File: src/design/chs_lba_translator_core_defines.svh
// Assertion macros for the CHS/LBA translator core.
`ifndef CHS_LBA_TRANSLATOR_CORE_DEFINES_SVH
`define CHS_LBA_TRANSLATOR_CORE_DEFINES_SVH

`ifndef ASSERT_OFF

// Check a property on every rising edge, skipped while reset is held.
`define CHS_ASSERT(lbl, clk, rstn, prop, msg) \
    lbl: assert property (@(posedge clk) disable iff (!rstn) prop) else $error(msg);

// Check a property on every rising edge, reset cycles included.
`define CHS_ASSERT_ALWAYS(lbl, clk, prop, msg) \
    lbl: assert property (@(posedge clk) prop) else $error(msg);

`else

`define CHS_ASSERT(lbl, clk, rstn, prop, msg)
`define CHS_ASSERT_ALWAYS(lbl, clk, prop, msg)

`endif

`endif

File: src/design/chs_lba_pkg.sv
// Shared widths, register codes and pipeline item types for the CHS/LBA translator.
`timescale 1ns / 1ps

package chs_lba_pkg;

    localparam int LBA_W  = 32;
    localparam int CYL_W  = 16;
    localparam int GEO_W  = 8;
    localparam int ACC_W  = 24;
    localparam int ADDR_W = 3;
    localparam int DATA_W = 32;

    // Register select, taken from address bit 2
    localparam logic REG_HPC = 1'b0;
    localparam logic REG_SPT = 1'b1;

    // One item as it moves through the divider stages
    typedef struct packed {
        logic             mode;
        logic [LBA_W-1:0] work;      // dividend shifting out, quotient shifting in
        logic [GEO_W-1:0] rem;       // running remainder
        logic [GEO_W-1:0] sect_rem;  // remainder of the first division
        logic [LBA_W-1:0] lba_res;   // mode 1 address
        logic [CYL_W-1:0] cyl;
        logic [GEO_W-1:0] head;
        logic [GEO_W-1:0] sect;
    } t_stage;

    // One result item in the output register
    typedef struct packed {
        logic             mode;
        logic [GEO_W-1:0] sect;
        logic [GEO_W-1:0] head;
        logic [CYL_W-1:0] cyl;
        logic [LBA_W-1:0] lba;
    } t_result;

endpackage

File: src/design/chs_lba_div_step.sv
// Restoring division steps by an 8-bit divisor, STEPS quotient bits per pipeline stage.
`timescale 1ns / 1ps

module chs_lba_div_step
    import chs_lba_pkg::*;
#(
    parameter int STEPS = 4
) (
    input  logic [LBA_W-1:0] i_work,
    input  logic [GEO_W-1:0] i_rem,
    input  logic [GEO_W-1:0] i_divisor,
    output logic [LBA_W-1:0] o_work,
    output logic [GEO_W-1:0] o_rem
);

    logic [LBA_W-1:0] c_work;
    logic [GEO_W-1:0] c_rem;
    logic [GEO_W:0]   c_trial;

    // Shift one dividend bit into the remainder, subtract where it fits
    always_comb begin
        c_work  = i_work;
        c_rem   = i_rem;
        c_trial = '0;
        for (int s = 0; s < STEPS; s++) begin
            c_trial = {c_rem, c_work[LBA_W-1]};
            c_work  = {c_work[LBA_W-2:0], 1'b0};
            if (c_trial >= {1'b0, i_divisor}) begin
                c_rem     = GEO_W'(c_trial - {1'b0, i_divisor});
                c_work[0] = 1'b1;
            end else begin
                c_rem = c_trial[GEO_W-1:0];
            end
        end
    end

    assign o_work = c_work;
    assign o_rem  = c_rem;

endmodule

File: src/design/chs_lba_pipe_ctrl.sv
// Valid bits and per-stage load enables for the translator pipeline, bubbles collapse.
`timescale 1ns / 1ps

module chs_lba_pipe_ctrl #(
    parameter int DEPTH = 17
) (
    input  logic             i_clk,
    input  logic             i_rst_n,
    input  logic             i_in_valid,
    input  logic             i_out_ready,
    output logic             o_in_ready,
    output logic [DEPTH-1:0] o_load,
    output logic [DEPTH-1:0] o_valid
);

    logic [DEPTH-1:0] r_valid;
    logic [DEPTH-1:0] n_valid;
    logic [DEPTH-1:0] w_load;

    // A stage loads when it is empty or its item moves on
    always_comb begin
        w_load[DEPTH-1] = !r_valid[DEPTH-1] || i_out_ready;
        for (int k = DEPTH - 2; k >= 0; k--) begin
            w_load[k] = !r_valid[k] || w_load[k+1];
        end
    end

    // Advance valid bits on load, hold otherwise
    always_comb begin
        n_valid[0] = w_load[0] ? i_in_valid : r_valid[0];
        for (int k = 1; k < DEPTH; k++) begin
            n_valid[k] = w_load[k] ? r_valid[k-1] : r_valid[k];
        end
    end

    always_ff @(posedge i_clk) begin
        if (!i_rst_n) begin
            r_valid <= '0;
        end else begin
            r_valid <= n_valid;
        end
    end

    assign o_in_ready = w_load[0];
    assign o_load     = w_load;
    assign o_valid    = r_valid;

endmodule

File: src/design/chs_lba_translator_core.sv
// Top level of the CHS/LBA translator: config registers, stage datapath, output register.
//
//  channel   | direction | handshake                   | contents
//  ----------+-----------+-----------------------------+---------------------------------
//  s_axis    | in        | s_axis_tvalid/s_axis_tready | tdata lba,cyl,head,sect; tuser mode
//  m_axis    | out       | m_axis_tvalid/m_axis_tready | tdata lba,cyl,head,sect
//  apb       | in/out    | psel/penable, pready high   | heads per cylinder, sectors per track
//
//  An item is accepted every cycle while the output is not stalled; items pass through
//  the two chained dividers (LBA by sectors, then by heads) at STEP_BITS quotient
//  bits per stage, then the output register.
//  Mode 1 multiplies run in the second and third divider stages and ride along.
//  Reset is synchronous, active low; it clears valid bits and restores geometry 16/63.
//  A stall holds only the full stages in front of it; empty stages keep filling.
`timescale 1ns / 1ps
`include "chs_lba_translator_core_defines.svh"

module chs_lba_translator_core
    import chs_lba_pkg::*;
#(
    parameter int STEP_BITS = 4
) (
    input  logic              i_clk,
    input  logic              i_rst_n,
    // input items
    input  logic              s_axis_tvalid,
    output logic              s_axis_tready,
    input  logic [63:0]       s_axis_tdata,   // lba_in[31:0], cylinder_in, head_in, sector_in
    input  logic              s_axis_tuser,   // mode
    // result items
    output logic              m_axis_tvalid,
    input  logic              m_axis_tready,
    output logic [63:0]       m_axis_tdata,   // lba_out[31:0], cylinder_out, head_out, sector_out
    // configuration
    input  logic              psel,
    input  logic              penable,
    input  logic              pwrite,
    input  logic [ADDR_W-1:0] paddr,
    input  logic [DATA_W-1:0] pwdata,
    output logic [DATA_W-1:0] prdata,
    output logic              pready
);

    localparam int DIV_STAGES = LBA_W / STEP_BITS;
    localparam int NSTG       = 2 * DIV_STAGES;
    localparam int DEPTH      = NSTG + 1;

    logic [GEO_W-1:0] r_hpc;
    logic [GEO_W-1:0] r_spt;
    logic [DEPTH-1:0] w_load;
    logic [DEPTH-1:0] w_valid;
    t_stage           r_stg [NSTG];
    t_result          r_out;
    t_result          n_out;

    // Write geometry registers in the APB access cycle
    always_ff @(posedge i_clk) begin
        if (!i_rst_n) begin
            r_hpc <= GEO_W'(16);
            r_spt <= GEO_W'(63);
        end else if (psel && penable && pwrite) begin
            unique case (paddr[2])
                REG_HPC: r_hpc <= pwdata[GEO_W-1:0];
                REG_SPT: r_spt <= pwdata[GEO_W-1:0];
                default: ;
            endcase
        end
    end

    // Read back geometry
    always_comb begin
        unique case (paddr[2])
            REG_HPC: prdata = {{(DATA_W-GEO_W){1'b0}}, r_hpc};
            REG_SPT: prdata = {{(DATA_W-GEO_W){1'b0}}, r_spt};
            default: prdata = '0;
        endcase
    end

    assign pready = 1'b1;

    chs_lba_pipe_ctrl #(
        .DEPTH (DEPTH)
    ) u_ctrl (
        .i_clk       (i_clk),
        .i_rst_n     (i_rst_n),
        .i_in_valid  (s_axis_tvalid),
        .i_out_ready (m_axis_tready),
        .o_in_ready  (s_axis_tready),
        .o_load      (w_load),
        .o_valid     (w_valid)
    );

    // Divider stages: first LBA by sectors per track, then the quotient by heads
    for (genvar j = 0; j < NSTG; j++) begin : g_stage
        t_stage           w_src;
        t_stage           w_nxt;
        logic [LBA_W-1:0] w_work;
        logic [GEO_W-1:0] w_rem;
        logic [GEO_W-1:0] w_div;

        if (j == 0) begin : g_src_in
            // Unpack the input item
            always_comb begin
                w_src          = '0;
                w_src.mode     = s_axis_tuser;
                w_src.work     = s_axis_tdata[31:0];
                w_src.cyl      = s_axis_tdata[47:32];
                w_src.head     = s_axis_tdata[55:48];
                w_src.sect     = s_axis_tdata[63:56];
            end
        end else if (j == DIV_STAGES) begin : g_src_mid
            // Keep the sector remainder, restart with the track quotient
            always_comb begin
                w_src          = r_stg[j-1];
                w_src.sect_rem = r_stg[j-1].rem;
                w_src.rem      = '0;
            end
        end else begin : g_src_chain
            assign w_src = r_stg[j-1];
        end

        assign w_div = (j < DIV_STAGES) ? r_spt : r_hpc;

        chs_lba_div_step #(
            .STEPS (STEP_BITS)
        ) u_step (
            .i_work    (w_src.work),
            .i_rem     (w_src.rem),
            .i_divisor (w_div),
            .o_work    (w_work),
            .o_rem     (w_rem)
        );

        // Mode 1 address: C*heads + H, then times sectors plus S - 1
        always_comb begin
            w_nxt      = w_src;
            w_nxt.work = w_work;
            w_nxt.rem  = w_rem;
            if (j == 1) begin
                w_nxt.lba_res = {{(LBA_W-ACC_W){1'b0}},
                                 ACC_W'(ACC_W'(w_src.cyl) * ACC_W'(r_hpc))
                                 + ACC_W'(w_src.head)};
            end
            if (j == 2) begin
                w_nxt.lba_res = LBA_W'(w_src.lba_res * LBA_W'(r_spt))
                                + LBA_W'(w_src.sect) - LBA_W'(1);
            end
        end

        always_ff @(posedge i_clk) begin
            if (w_load[j]) begin
                r_stg[j] <= w_nxt;
            end
        end
    end

    // Format the result, zero unused fields and zero geometry
    always_comb begin
        n_out      = '0;
        n_out.mode = r_stg[NSTG-1].mode;
        if (r_hpc != '0 && r_spt != '0) begin
            if (!r_stg[NSTG-1].mode) begin
                n_out.cyl  = r_stg[NSTG-1].work[CYL_W-1:0];
                n_out.head = r_stg[NSTG-1].rem;
                n_out.sect = r_stg[NSTG-1].sect_rem + GEO_W'(1);
            end else begin
                n_out.lba  = r_stg[NSTG-1].lba_res;
            end
        end
    end

    always_ff @(posedge i_clk) begin
        if (w_load[DEPTH-1]) begin
            r_out <= n_out;
        end
    end

    assign m_axis_tvalid = w_valid[DEPTH-1];
    assign m_axis_tdata  = {r_out.sect, r_out.head, r_out.cyl, r_out.lba};

    // An empty output register means every stage can load
    `CHS_ASSERT(a_ready_when_out_empty, i_clk, i_rst_n, !m_axis_tvalid |-> s_axis_tready, "input stalled with empty output")
    // Fields of the other mode are zero
    `CHS_ASSERT(a_unused_zero, i_clk, i_rst_n, m_axis_tvalid |-> (r_out.mode ? (m_axis_tdata[63:32] == '0) : (m_axis_tdata[31:0] == '0)), "unused result field not zero")
    // Reset empties the pipeline
    `CHS_ASSERT_ALWAYS(a_reset_empty, i_clk, !i_rst_n |=> !m_axis_tvalid, "result valid after reset")

endmodule

File: config.mk
export PLATFORM = sky130hd
export DESIGN_NAME = chs_lba_translator_core
export DESIGN_NICKNAME = d
export VERILOG_FILES = /design/src/design/chs_lba_pkg.sv /design/src/design/chs_lba_div_step.sv /design/src/design/chs_lba_pipe_ctrl.sv /design/src/design/chs_lba_translator_core.sv
export VERILOG_INCLUDE_DIRS = /design/src /design/src/design
export SDC_FILE = /design/constraint.sdc
export NUM_CORES = 2
export LEC_CHECK = 0
export BUFFER_PORTS_ARGS = -buffer_cell sky130_fd_sc_hd__clkbuf_2
export CAP_MARGIN = 15
export CORE_ASPECT_RATIO = 1.2
export CORE_MARGIN = 2
export CORE_UTILIZATION = 58
export CTS_CLUSTER_DIAMETER = 100
export CTS_CLUSTER_SIZE = 8
export DETAILED_ROUTE_END_ITERATION = 16
export GPL_ROUTABILITY_DRIVEN = 0
export GPL_TIMING_DRIVEN = 1
export PLACE_DENSITY = 0.88
export RECOVER_POWER = 100
export SLEW_MARGIN = 10
export SYNTH_ARGS = -nofsm -noshare
export SYNTH_HDL_FRONTEND = slang
export SYNTH_SLANG_ARGS = --single-unit
File: constraint.sdc
create_clock -name i_clk -period 11 [get_ports i_clk]
set_input_delay 1.65 -clock i_clk [delete_from_list [all_inputs] [get_ports i_clk]]
set_output_delay 1.65 -clock i_clk [all_outputs]
set_load 0.01 [all_outputs]
==> results.yml <==
timing:
  hold_ws_ps: 351
  finalHoldViolations: 0
  period_share: 0.964
  worst_slack_ps: 398
  skew_ps: 106
  drv_slew: 532
  grt_setup_unrepaired: "true"
  max_slew_margin: -1.69
  fmax_ghz: 0.0943
  setup_viol: 0
  tightest_slew_ps: 4030
  min_period_ps: 10600
finish:
  finalNonFillerCells: 8178
  nNetsFinal: 7488
  multi_input_area_sq_um: 35000
  post-route-util: 0.650
  seq_area_sq_um: 36500
  drive_gt1_frac: 0.112
  area_delta_synth_final_pct: 11.0
  fillers: 8622
yosys:
  syn_inst: 6104
  ys_ff_latch: 1225
  synthArstFlopShare: 0
  synth_seq_area_share: 0.492
  yosys_warnings: 0
  synth_flop_cell: "edfxtp_1"
  synth-edff-count: 1192
  syn_area_sq_um: 74200
  yosysMostFrequentCell: "edfxtp_1"
  yosys-top-cells-area: "edfxtp_1, ha_1, fa_1, mux2_2, inv_1"
  synth_cell_types: 95
  synth_commonest_cells: "edfxtp_1, ha_1, inv_1"
  postSynthAreaPerCell_sq_um: 12.1
  post-synth-top-area-cell: "edfxtp_1"
  synth_top_area_frac: 0.483
drt:
  drc: 0
  postRouteAntennaNets: 0
  wl_per_cell_microns: 20.6
  routed_wirelength_mm: 168
  first_iter_violations: 4506
  wl_met1_mm: 60.9
  wl_met3_mm: 13.8
  via_count: 49700
  routed-wl-met2_mm: 83.4
  highest_layer: "met5"
  via_per_inst: 6.07
  dr.pass1.iters: 10
setup_path:
  path_buf_inv: 6
  arrival_ps: 11110
  cpPeakStageDelay_ps: 520
  critPathSlowestCell: "buf_4"
  crit_required_ps: 11510
  worstSetupStartpointType: "flip-flop"
  crit_type: "flip-flop to flip-flop"
  crit_family: "compound AO/OA/AOI/OAI gates"
  crit_path_end_kind: "flip-flop"
  path_max_fanout: 29
  crit_top_cell: "a21oi_1"
place:
  dpl.cell_count: 7926
  place_hpwl_mm: 112
  dp_slack_ps: 853
  port_buffers: 154
floorplanning:
  core_area_sq_um: 127000
  start_util: 0.585
  dieArea_sq_um: 131000
  io_pins: 206
  row_count: 143
  die_w_microns: 330
  fp.dieH_microns: 396
clocking:
  clk_latency_ps: 840
  cts.htree.levels: 4
  root_buffer: "clkbuf_16"
  ctsHoldBuffers: 0
  path_clk_slew_ps: 50
  cts.sink_count: 1225
  cts_tree: "yes"
  clock_path_buffers: 3
  numCtsBuffers: 171
run:
  maxCapViolations: 9
hold_path:
  hp-class: "flip-flop to flip-flop"
grt:
  globalRouteOverflowTotal: 0
  grt_pass1_vias: 52300
  grt_start_max_net_pins: 74
  grt_usage: 0.260
  grt_pass1_wl_mm: 269
  grt_antenna_before_repair: 10
status:
  status: "finished, violations left"
  violations: "max-capacitance violations, max-slew violations"
cell type report:
class,count,share of cell area
Clock inverter,17,0.00573
Multi-Input combinational cell,4168,0.425
Tap cell,1667,0.0253
Timing Repair Buffer,251,0.0178
Sequential cell,1225,0.443
Antenna cell,4,0.000122
Clock buffer,229,0.0546
Inverter,617,0.0281
repair_timing:
action,4_1_cts,5_1_grt
setup endpoints to repair,0,54
gates resized for setup,0,13
setup buffers,0,2
metrics by stage:
step / TNS [ps] / cell area, sq um
2_1_floorplan: 0 / 74200
3_3_place_gp: 0 / 77400
3_5_place_dp: 0 / 77400
4_1_cts: 0 / 82300
5_1_grt: -245 / 82300
6_report: 0 / 82300
layout by cell type (no fill, tap or decap), types with 29 or more instances in the layout:
cell,synthesis,routed
a21boi_0,47,47
a21o_1,95,95
a21oi_1,283,282
and2_1,218,215
buf_4,25,85
clkbuf_1,74,103
clkbuf_16,0,171
clkbuf_2,0,117
dfxtp_1,33,29
edfxtp_1,1192,1192
fa_1,297,297
ha_1,650,650
inv_1,612,601
mux2_2,228,228
mux2i_1,67,67
nand2_1,431,427
nand2b_1,61,61
nand3_1,74,73
nand4_1,71,71
nor2_1,297,294
nor2b_1,121,121
nor3_1,85,85
o211ai_1,30,30
o21a_1,79,79
o21ai_0,259,255
o21bai_1,40,40
or2_2,29,29
or3_1,32,32
xnor2_1,232,232
xor2_1,117,117
cell families after synthesis:
logic type / share of synthesized area
flip-flops: 0.492
buffers and inverters: 0.0388
other: 0.000101
multiplexers: 0.0469
adder cells (fa/ha/maj): 0.190
XOR/XNOR: 0.0412
AO/OA/AOI/OAI: 0.0914
AND/OR/NAND/NOR: 0.100
final timing paths:
path	endpoint	cells after the start	from	slack [ps]
setup / recovery	r_stg[1][186]	40	g_stage[10].w_div[5]	400
hold / removal	r_stg[1][766]	0	r_stg[1][649]	350
setup reg to reg	r_stg[1][186]	40	g_stage[10].w_div[5]	400
hold reg to reg	r_stg[1][766]	0	r_stg[1][649]	350
sequential cells by signal, indices dropped and copies added, names as in the netlist:
name and cells:
u_ctrl.o_valid 17, r_stg 1128, m_axis_tdata 64, g_stage.w_div 16
routing by layer:
metal	track usage	up-vias
met5	0	-
met4	0.152	12
met3	0.0566	868
met1	0.298	23800
li1	-	22400
met2	0.446	2561
Power is left out: the tool's default activity adds up to more than one toggle a clock period on the data nets, which glitch-free logic cannot reach.
